## src/hw/rtl/grld_pkg.sv

```systemverilog
// shared types and constants for the gray run-length decoder
`default_nettype none
package grld_pkg;

	// fixed field widths
	localparam int unsigned POS_W = 27;
	localparam int unsigned LEN_W = 28;
	localparam int unsigned DIM_W = 16;
	localparam int unsigned PROD_W = 2 * DIM_W;

	localparam int unsigned MAX_LAYER_PIXELS_DEF = 100000000;

	// configuration register indexes
	localparam logic [0:0] CFG_LAYER_WIDTH = 1'b0;
	localparam logic [0:0] CFG_LAYER_HEIGHT = 1'b1;

	typedef enum logic [2:0] {
		ST_OK = 3'd0,
		ST_TRUNCATED = 3'd1,
		ST_BAD_PREFIX = 3'd2,
		ST_SHORT_RUN = 3'd3,
		ST_OVERFLOW = 3'd4,
		ST_UNDERFILL = 3'd5,
		ST_BAD_DIMS = 3'd6
	} status_t;

	typedef enum logic [1:0] {
		PH_CODE = 2'd0,
		PH_FIRST = 2'd1,
		PH_MORE = 2'd2
	} phase_t;

	typedef struct packed {
		logic [7:0] code_byte;
		logic end_of_blob;
	} grld_in_t;

	typedef struct packed {
		logic [7:0] pixel_value;
		logic [LEN_W-1:0] run_length;
		logic [POS_W-1:0] start_position;
		logic layer_done;
		status_t status;
	} grld_out_t;

	// layer size as seen by the parser
	typedef struct packed {
		logic bad;
		logic [POS_W-1:0] total;
	} grld_dims_t;

endpackage
`default_nettype wire

```

## src/hw/rtl/grld_dims.sv

```systemverilog
// layer size registers with the pixel total formed at write time
`default_nettype none
module grld_dims
	import grld_pkg::*;
#(
	parameter int unsigned MAX_LAYER_PIXELS = MAX_LAYER_PIXELS_DEF
) (
	input wire logic clk,
	input wire logic arst_n,
	input wire logic cfg_wr_en,
	input wire logic [0:0] cfg_index,
	input wire logic [DIM_W-1:0] cfg_data,
	output grld_dims_t dims
);

	logic [DIM_W-1:0] width_q;
	logic [DIM_W-1:0] height_q;
	logic [PROD_W-1:0] total_q;
	logic [PROD_W-1:0] prod_w;
	logic [PROD_W-1:0] prod_h;

	// new value times the register that stays
	assign prod_w = PROD_W'(cfg_data) * PROD_W'(height_q);
	assign prod_h = PROD_W'(width_q) * PROD_W'(cfg_data);

	always_ff @(posedge clk or negedge arst_n) begin
		if (!arst_n) begin
			width_q <= DIM_W'(1);
			height_q <= DIM_W'(1);
			total_q <= PROD_W'(1);
		end else if (cfg_wr_en) begin
			unique case (cfg_index)
				CFG_LAYER_WIDTH: begin
					width_q <= cfg_data;
					total_q <= prod_w;
				end
				CFG_LAYER_HEIGHT: begin
					height_q <= cfg_data;
					total_q <= prod_h;
				end
				default: begin
				end
			endcase
		end
	end

	// a zero dimension shows as a zero product
	assign dims.bad = (total_q == '0) || (total_q > PROD_W'(MAX_LAYER_PIXELS));
	assign dims.total = total_q[POS_W-1:0];

endmodule
`default_nettype wire

```

## src/hw/rtl/grld_parse.sv

```systemverilog
// byte parser: layer state and the single-pass run decision
`default_nettype none
module grld_parse
	import grld_pkg::*;
(
	input wire logic clk,
	input wire logic arst_n,
	input wire logic fire,
	input wire grld_in_t item,
	input wire grld_dims_t dims,
	output logic emit,
	output grld_out_t res
);

	phase_t phase_q, phase_n;
	logic [6:0] colour_q, colour_n;
	logic [LEN_W-1:0] acc_q, acc_n;
	logic [1:0] left_q, left_n;
	logic [POS_W-1:0] pos_q, pos_n;
	logic err_q, err_n;

	always_ff @(posedge clk or negedge arst_n) begin
		if (!arst_n) begin
			phase_q <= PH_CODE;
			colour_q <= '0;
			acc_q <= '0;
			left_q <= '0;
			pos_q <= '0;
			err_q <= 1'b0;
		end else if (fire) begin
			phase_q <= phase_n;
			colour_q <= colour_n;
			acc_q <= acc_n;
			left_q <= left_n;
			pos_q <= pos_n;
			err_q <= err_n;
		end
	end

	always_comb begin
		logic [7:0] b;
		logic last;
		logic fin;
		logic [LEN_W-1:0] fcount;
		logic fail;
		status_t fstat;
		logic clear;
		logic [LEN_W-1:0] acc_sh;
		logic [1:0] left_dec;
		logic [POS_W-1:0] room;
		logic [POS_W-1:0] pos_end;

		b = item.code_byte;
		last = item.end_of_blob;
		fin = 1'b0;
		fcount = '0;
		fail = 1'b0;
		fstat = ST_OK;
		clear = 1'b0;
		acc_sh = {acc_q[LEN_W-9:0], b};
		left_dec = left_q - 2'd1;
		room = dims.total - pos_q;
		pos_end = pos_q + fcount[POS_W-1:0];

		phase_n = phase_q;
		colour_n = colour_q;
		acc_n = acc_q;
		left_n = left_q;
		pos_n = pos_q;
		err_n = err_q;
		emit = 1'b0;
		res.pixel_value = '0;
		res.run_length = '0;
		res.start_position = pos_q;
		res.layer_done = 1'b1;
		res.status = ST_OK;

		// first pass: what the byte means
		if (err_q) begin
			clear = last;
		end else if (dims.bad) begin
			fail = 1'b1;
			fstat = ST_BAD_DIMS;
		end else begin
			unique case (phase_q)
				PH_FIRST: begin
					if (!b[7]) begin
						fin = 1'b1;
						fcount = (b < 8'd2) ? '0 : LEN_W'(b);
					end else if (b[7:6] == 2'b10) begin
						acc_n = LEN_W'(b[5:0]);
						left_n = 2'd1;
					end else if (b[7:5] == 3'b110) begin
						acc_n = LEN_W'(b[4:0]);
						left_n = 2'd2;
					end else if (b[7:4] == 4'b1110) begin
						acc_n = LEN_W'(b[3:0]);
						left_n = 2'd3;
					end else begin
						fail = 1'b1;
						fstat = ST_BAD_PREFIX;
					end
					if (!fin && !fail) begin
						if (last) begin
							fail = 1'b1;
							fstat = ST_TRUNCATED;
						end else begin
							phase_n = PH_MORE;
						end
					end
				end
				PH_MORE: begin
					acc_n = acc_sh;
					left_n = left_dec;
					if (left_dec == 2'd0) begin
						fin = 1'b1;
						fcount = (acc_sh < LEN_W'(2)) ? '0 : acc_sh;
					end else if (last) begin
						fail = 1'b1;
						fstat = ST_TRUNCATED;
					end
				end
				default: begin
					colour_n = b[6:0];
					if (!b[7]) begin
						fin = 1'b1;
						fcount = LEN_W'(1);
					end else if (last) begin
						fail = 1'b1;
						fstat = ST_TRUNCATED;
					end else begin
						phase_n = PH_FIRST;
						acc_n = '0;
						left_n = '0;
					end
				end
			endcase
		end

		// second pass: close a finished run
		pos_end = pos_q + fcount[POS_W-1:0];
		if (fin) begin
			phase_n = PH_CODE;
			left_n = '0;
			if (fcount == '0) begin
				fail = 1'b1;
				fstat = ST_SHORT_RUN;
			end else if ((pos_q >= dims.total) || (fcount > LEN_W'(room))) begin
				fail = 1'b1;
				fstat = ST_OVERFLOW;
			end else begin
				emit = 1'b1;
				res.pixel_value = (colour_n == '0) ? '0 : {colour_n, 1'b1};
				res.run_length = fcount;
				res.layer_done = last;
				res.status = (last && (pos_end != dims.total)) ? ST_UNDERFILL : ST_OK;
				pos_n = pos_end;
				clear = last;
			end
		end

		if (fail) begin
			emit = 1'b1;
			res.pixel_value = '0;
			res.run_length = '0;
			res.start_position = pos_q;
			res.layer_done = 1'b1;
			res.status = fstat;
			if (last) begin
				clear = 1'b1;
			end else begin
				err_n = 1'b1;
			end
		end

		if (clear) begin
			phase_n = PH_CODE;
			colour_n = '0;
			acc_n = '0;
			left_n = '0;
			pos_n = '0;
			err_n = 1'b0;
		end
	end

endmodule
`default_nettype wire

```

## src/hw/rtl/gray_run_length_decoder_core.sv

```systemverilog
// top level of the gray run-length decoder: handshake, stage registers, assertions
`default_nettype none
// Decodes a run-length coded layer of 7-bit gray pixels, one code byte per
// request. A byte with bit 7 clear is a single pixel; a byte with bit 7 set is a
// run marker followed by a one to four byte prefix-coded count. Every finished
// run gives one result with the expanded gray value, the length and the linear
// start index; the byte flagged end_of_blob closes the layer and checks the
// fill against layer_width * layer_height. The first error gives a result with
// layer_done set and its status, and bytes up to the one flagged last are then
// dropped. Rate: one byte per cycle while the result side does not stall; an
// accepted byte passes the input register, then the result register behind
// the one-pass decode. The pixel total is multiplied out when a size register
// is written, so a new item may follow a configuration write in the next cycle.
// Size registers may only be written while no request is in flight.
module gray_run_length_decoder_core
	import grld_pkg::*;
#(
	parameter int unsigned MAX_LAYER_PIXELS = MAX_LAYER_PIXELS_DEF
) (
	input wire logic clk,
	input wire logic arst_n,
	// configuration write port
	input wire logic cfg_wr_en,
	input wire logic [0:0] cfg_index,
	input wire logic [DIM_W-1:0] cfg_data,
	// byte request channel
	input wire logic byte_valid,
	output logic byte_stall,
	input wire grld_in_t byte_req,
	// run result channel
	output logic run_valid,
	input wire logic run_stall,
	output grld_out_t run_res
);

	// input stage
	logic v_s1;
	grld_in_t item_s1;

	// result stage
	logic v_s2;
	grld_out_t res_s2;

	grld_dims_t dims;
	logic emit;
	grld_out_t res;
	logic adv;
	logic fire;
	logic take;

	// result register frees when empty or being taken
	assign adv = !v_s2 || !run_stall;
	// decode of the held byte happens when the result side can take it
	assign fire = v_s1 && adv;
	// input stage refills whenever it is empty or moving on
	assign byte_stall = v_s1 && !adv;
	assign take = byte_valid && !byte_stall;

	always_ff @(posedge clk or negedge arst_n) begin
		if (!arst_n) begin
			v_s1 <= 1'b0;
		end else if (!byte_stall) begin
			v_s1 <= byte_valid;
		end
	end

	always_ff @(posedge clk) begin
		if (take) begin
			item_s1 <= byte_req;
		end
	end

	grld_dims #(
		.MAX_LAYER_PIXELS(MAX_LAYER_PIXELS)
	) u_dims (
		.clk(clk),
		.arst_n(arst_n),
		.cfg_wr_en(cfg_wr_en),
		.cfg_index(cfg_index),
		.cfg_data(cfg_data),
		.dims(dims)
	);

	grld_parse u_parse (
		.clk(clk),
		.arst_n(arst_n),
		.fire(fire),
		.item(item_s1),
		.dims(dims),
		.emit(emit),
		.res(res)
	);

	// result register, a byte that gives no run leaves it empty
	always_ff @(posedge clk or negedge arst_n) begin
		if (!arst_n) begin
			v_s2 <= 1'b0;
		end else if (adv) begin
			v_s2 <= fire && emit;
		end
	end

	always_ff @(posedge clk) begin
		if (fire && emit) begin
			res_s2 <= res;
		end
	end

	assign run_valid = v_s2;
	assign run_res = res_s2;

	// a decoded run always lands in the result register on the next edge
	a_emit_lands: assert property (@(posedge clk) disable iff (!arst_n)
		fire && emit |=> run_valid)
		else $error("decoded run not presented");

	// every status other than ok closes the layer
	a_err_done: assert property (@(posedge clk) disable iff (!arst_n)
		run_valid && (run_res.status != ST_OK) |-> run_res.layer_done)
		else $error("error result without layer_done");

	// error results other than underfill carry no run
	a_err_empty: assert property (@(posedge clk) disable iff (!arst_n)
		run_valid && (run_res.status != ST_OK) && (run_res.status != ST_UNDERFILL)
		|-> (run_res.run_length == '0) && (run_res.pixel_value == '0))
		else $error("error result carries a run");

	// a good run is never empty
	a_ok_len: assert property (@(posedge clk) disable iff (!arst_n)
		run_valid && (run_res.status == ST_OK) |-> (run_res.run_length != '0))
		else $error("ok result with zero length");

endmodule
`default_nettype wire

```

## config.mk

```make
export PLATFORM = sky130hd
export DESIGN_NAME = gray_run_length_decoder_core
export DESIGN_NICKNAME = d
export VERILOG_FILES = /design/src/hw/rtl/grld_pkg.sv /design/src/hw/rtl/grld_dims.sv /design/src/hw/rtl/grld_parse.sv /design/src/hw/rtl/gray_run_length_decoder_core.sv
export SDC_FILE = /design/constraint.sdc
export NUM_CORES = 2
export LEC_CHECK = 0
export BUFFER_PORTS_ARGS = -buffer_cell sky130_fd_sc_hd__buf_2
export CAP_MARGIN = 5
export CORE_MARGIN = 3
export CORE_UTILIZATION = 36
export CTS_BUF_LIST = sky130_fd_sc_hd__clkbuf_16
export CTS_CLUSTER_SIZE = 8
export DETAILED_ROUTE_END_ITERATION = 8
export PLACE_DENSITY_LB_ADDON = 0.05
export SYNTH_ARGS = -nofsm -noshare
export SYNTH_HDL_FRONTEND = slang
export SYNTH_SLANG_ARGS = --single-unit
export TNS_END_PERCENT = 10
```

## constraint.sdc

```tcl
create_clock -name clk -period 8.94 [get_ports clk]
set_clock_uncertainty 0.15 [all_clocks]
set_input_delay 0.447 -clock clk [delete_from_list [all_inputs] [get_ports clk]]
set_output_delay 0.447 -clock clk [all_outputs]
set_load 0.005 [all_outputs]
```

Yosys cells after proc, flatten, opt, wreduce, memory -nomap -nowiden
Index checks and enable logic that the tools add are counted.
- flip-flop bits (word level): 201
- bits of input ports: 31
- logic and storage cells: 194
- output and inout bits: 69
- add/sub/neg operators: 3
- equal/unequal tests: 22
- bitwise operators: 2
- magnitude comparators: 5
- multipliers: 2
- multiplexer cells: 107
- reductions and logical operators: 34
- operators by type and width (cell ; number):
    $mux 20 ; 9
    $mux 28 ; 5
    $mux 27 ; 4
    $mul 16x16->32 ; 2
    $pmux 32 s2 ; 1
    $pmux 28 s2 ; 1
    $mux 3 ; 17
    $pmux 20 s2 ; 1
    $mux 1 ; 39
    $mux 2 ; 19
    $mux 7 ; 5
    $gt 32x27->1 const B ; 1
    $logic_not 32->1 ; 1
    $gt 28x27->1 ; 1
    $logic_not 28->1 ; 1
    $lt 28x2->1 const B ; 1
    $add 27x27->27 ; 1
    $ge 27x27->1 ; 1
    $ne 27x27->1 ; 1
    $sub 27x27->27 ; 1
    $reduce_and 7->1 ; 3
    $ne 5x1->1 const B ; 2
    $ne 3x1->1 const B ; 3
    $lt 8x2->1 const B ; 1
    other kinds (31) ; 54

Depth between registers and ports, before layout
- depth after elaboration: 20
- depth in mapped cells: 31
- depth with buffers taken out: 30

Cells and area by module
Synthesis repeated with hierarchy kept, for this count alone.
- cells, all modules: 3352
- area total of the unflattened synthesis: 30161.4 µm²
- modules (own cells, without submodules) (module ; cells each ; times used ; area each (µm²) ; sequential area each (µm²)):
    grld_dims ; 2308 ; 1 ; 20292.0 ; 1605.3
    grld_parse ; 957 ; 1 ; 7488.4 ; 1476.4
    gray_run_length_decoder_core ; 87 ; 1 ; 2381.0 ; 2332.2

Least setup slack after synthesis
OpenSTA, ideal clock, no wires.
- path kind: input -> register
- from: input port cfg_data[9]
- to: register u_dims.total_q[30]
- stages: 26
- arrival: 6.403 ns
- library setup time: 0.141 ns
- slack: 2.246 ns
- path buffers: 2
- cells stage by stage: clkbuf_1 clkbuf_1 nand2_1 fa_1 inv_1 fa_1 inv_1 fa_1 inv_1 fa_1 inv_1 fa_1 inv_1 fa_1 ha_1 and4_1 nand3_1 nand2_1 a41oi_1 o311ai_0 a21oi_1 o21ai_0 a31oi_1 xor2_1 a2bb2oi_1 o21ai_0
- cells in the longest elaborated chain, start to end: 2
- RTL lines (element ; RTL line ; RTL):
    start: declaration ; gray_run_length_decoder_core.sv:25 ; input wire logic [DIM_W-1:0] cfg_data,
    $mul 16x16->32 (on tied branches) ; grld_dims.sv:24, grld_dims.sv:23 ;
    $pmux 32 s2 * ; grld_dims.sv:32 ; unique case (cfg_index)
    end signal: assignment ; grld_dims.sv:35 ; total_q <= prod_w;
    end signal: assignment ; grld_dims.sv:39 ; total_q <= prod_h;
    end: declaration ; grld_dims.sv:18 ; logic [PROD_W-1:0] total_q;
Every way passes the cells marked *; elsewhere a longest branch is shown, timed or not.
A chain may end at the register's enable or synchronous reset.

Worst setup path in the final report
- from: register u_parse.pos_q[2]
- to: register res_s2, in the netlist run_res[39] (data pin)
- cells in the longest elaborated chain, start to end: 7
- RTL lines (element ; RTL line ; RTL):
    start: declaration ; grld_parse.sv:19 ; logic [POS_W-1:0] pos_q, pos_n;
    start signal: assignment ; grld_parse.sv:35 ; pos_q <= pos_n;
    $sub 27x27->27 ; grld_parse.sv:62 ; room = dims.total - pos_q;
    $gt 28x27->1 ; grld_parse.sv:148 ; end else if ((pos_q >= dims.total) || (fcount > LEN_W'(room))) begin
    $logic_or 1x1->1 * ; grld_parse.sv:148 ;
    $mux 1 ; grld_parse.sv:148 ;
    $mux 1 ; grld_parse.sv:145 ; if (fcount == '0) begin
    $mux 1 ; grld_parse.sv:142 ; if (fin) begin
    $reduce_or 4->1 (no source line) * ; -- ;
    end signal: assignment ; gray_run_length_decoder_core.sv:105 ; res_s2 <= res;
    end: declaration ; gray_run_length_decoder_core.sv:42 ; grld_out_t res_s2;
Marks and branches as above.

==> metrics.txt <==
FF-to-FF Start u_parse.pos_q[2]; grt ovf 0; asr flop ratio synth 62.2%; core area 79500 um2; Max-cap violations 0; # rows 103; Core Util, Final 39.7%; DRT iter0 DRCs 1005; IO buf count 99; H-tree levels 1; RSZ-0062 raised after global routing no; status completed; Post-synth EDFFs 76; Max Fclk 126 MHz; Avg Inst Size Synth 8.99 um2; DIE HEIGHT 290 um; end of the worst register-to-register path run_res[39]; die area 84400 um2; Final Critical Period 7.96 ns; layout cells sized above 1 6.87%; Synth Net Count 3950; endpoints failing hold 0; reg2reg path depth 30; clk buf depth 3; CTS resizes 0; worst skew pair latency 0.63 ns; ys flop type dfrtp_1; critical setup path kind reg -> reg; mapped cell area 29100 um2; vias per cell 5.14; vias in the first global route 23.8k; CP max FO 17; I/O pin count 100; CTS buffer count 31; final worst-path cycle share 89.0%; largest net degree at the start of global routing 73; Clock Tree Root clkbuf_16; number of antenna diodes 0; Post-Route WL 90.6 mm; area delta synth->final 8.39%; Slew Viols, Final 0; vias 22.2k; worst stage delay on the critical path 0.70 ns; GRT Total Usage 21.5%; crit path launch u_parse.pos_q[2]; TritonCTS clock tree done; register area share after synthesis 18.6%; Final HPWL DP 72.0 mm; Synth Register Bits 201; WP data arrival 8.26 ns; Post-route DRC 0; initial core utilization 36.6%; CTS Sinks 201; Clock Pin Slew Worst Setup and Hold Paths 0.06 ns; DRT antenna net count 0; first-pass GRT wire length 142 mm; Ys Warns 0; Cells after Synth 3240; endpoints failing setup 0; Setup Fix Bufs, Post-CTS 0; hold buffer count at cts 13; Top cell by count, worst path a21oi_1; wire per inst 21.0 um; worst min path class in -> reg; flop2flop setup slack 0.98 ns; post-synthesis cell type count 88; drt pass-1 iters 5; Final Wtd Congestion 0.901; slew at the pin with the worst max-slew slack 1.14 ns; Slew HR 23.6%; TNS Setup 0 ns; Worst path slowest cell nor2_1; nets@finish 3961; die width 290 um; Worst EP required 9.24 ns; Setup crit start kind flip-flop; Critical Path Sink Type flip-flop; Worst setup endpoint run_res[39]; initial antenna violation count 1
-- stage by stage --
step / cell area [um2] / setup slack (ns) / hold WS, ns / cells
2_1_floorplan: 29100 / 2.25 / 0.00141 / 3240
3_3_place_gp: 30600 / 0.881 / 0.322 / 4255
3_5_place_dp: 30600 / 0.939 / 0.344 / 4255
4_1_cts: 31600 / 0.846 / 0.204 / 4323
5_1_grt: 31600 / 0.371 / 0.259 / 4323
6_report: 31600 / 0.982 / 0.246 / 4323
-- placed cells by master (no fill, tap or decap), types with 13 or more instances in the layout --
master / count
and2_1: 225
o21bai_1: 15
xor2_1: 49
o21ai_0: 103
nand4_1: 19
xnor2_1: 75
buf_4: 26
nand3_1: 40
a21o_1: 57
nor2b_1: 18
o31ai_1: 14
ha_1: 289
edfxtp_1: 76
nand2_1: 490
buf_2: 98
mux2_2: 33
nor3_1: 32
a22o_1: 20
inv_1: 536
dfrtp_1: 122
clkbuf_16: 31
o21a_1: 16
fa_1: 390
nor4_1: 19
nand2b_1: 25
a31oi_1: 18
nor2_1: 95
a21oi_1: 145
dlygate4sd3_1: 13
-- critical path: cells and delay by family (launching register included) --
kind | cells | cell delay (ns)
flops | 1 | 0.60
simple gates | 11 | 2.83
xor+xnor | 1 | 0.12
buf+inv | 3 | 0.49
compound gates | 13 | 2.88
fa+ha+maj | 2 | 0.71
-- sequential cells by signal, summed over array words and instances (netlist names) --
register          cells
u_parse.colour_q      7
u_dims.total_q       32
u_parse.left_q        2
run_valid             1
u_parse.err_q         1
run_res              67
u_parse.phase_q       2
u_parse.acc_q        20
v_s1                  1
u_dims.height_q      16
u_parse.pos_q        27
u_dims.width_q       16
item_s1               9
-- layer usage --
metal | track usage, % | part of all wire, % | vias to the layer above
met3 | 2.33 | 3.3 | 126
met2 | 37.7 | 49 | 416
li1 | - | - | 10500
met5 | 0 | 0.014 | -
met4 | 6.53 | 3.4 | 2
met1 | 27.8 | 44 | 11200
-- cells in the mapped netlist (4+ instances only) --
library cell	count	area, um2
a41oi_1	4	35.0
nor3_1	32	160
nor4_1	19	119
a22o_1	20	175
clkbuf_1	152	571
o311ai_0	5	43.8
o211ai_1	11	82.6
a21o_1	57	428
o21a_1	16	120
nor2_1	95	357
nand2_1	491	1840
nor2b_1	18	113
o41ai_1	4	35.0
a221oi_1	4	35.0
or2_2	10	62.6
a211oi_1	7	52.6
o31ai_1	14	105
or3_1	9	56.3
nand4_1	19	119
and3_1	11	68.8
mux2i_1	7	70.1
mux2_2	33	372
inv_1	520	1950
and2_1	225	1410
buf_1	4	15.0
dfrtp_1	122	3050
xnor2_1	75	657
edfxtp_1	76	2280
nand3_1	40	200
o22ai_1	6	37.5
and4_1	6	52.6
o211a_1	4	40.0
a21boi_0	4	30.0
a31oi_1	18	113
xor2_1	49	429
ha_1	289	3620
a21oi_1	146	731
o21bai_1	15	113
fa_1	390	7810
a311oi_1	4	35.0
o21ai_1	4	20.0
nand2b_1	25	156
o21ai_0	103	515
xnor3_1	4	90.1
-- cell type report --
cell class | instances | area [um2]
clock buffers | 31 | 776
inverters | 520 | 1950
fillers | 8057 | 47900
multi-input cells | 2359 | 21200
flip-flops and latches | 201 | 5410
clock inverters | 24 | 115
repair buffers | 138 | 827
well taps | 1050 | 1310
-- kinds of logic after synthesis --
logic type	share of synthesized area, %
buf+inv	8.78
simple gates	17.0
mux	1.52
other cells	0.0129
xor+xnor	4.12
compound gates	10.8
flops	18.6
fa+ha+maj	39.3
-- worst min path at each step --
stage               cells after the start               from                 end
floorplan                               0             arst_n           run_valid
global placement                        2  u_parse.left_q[1]   u_parse.left_q[1]
detailed placement                      2  u_parse.left_q[1]   u_parse.left_q[1]
CTS                                     3        cfg_data[0]   u_dims.total_q[0]
global route                            2        cfg_data[9]  u_dims.height_q[9]
finish                                  3        cfg_data[0]   u_dims.total_q[0]
Power is not shown: default switching activity piles up to over one toggle a cycle in this logic, so the estimate is an artifact.
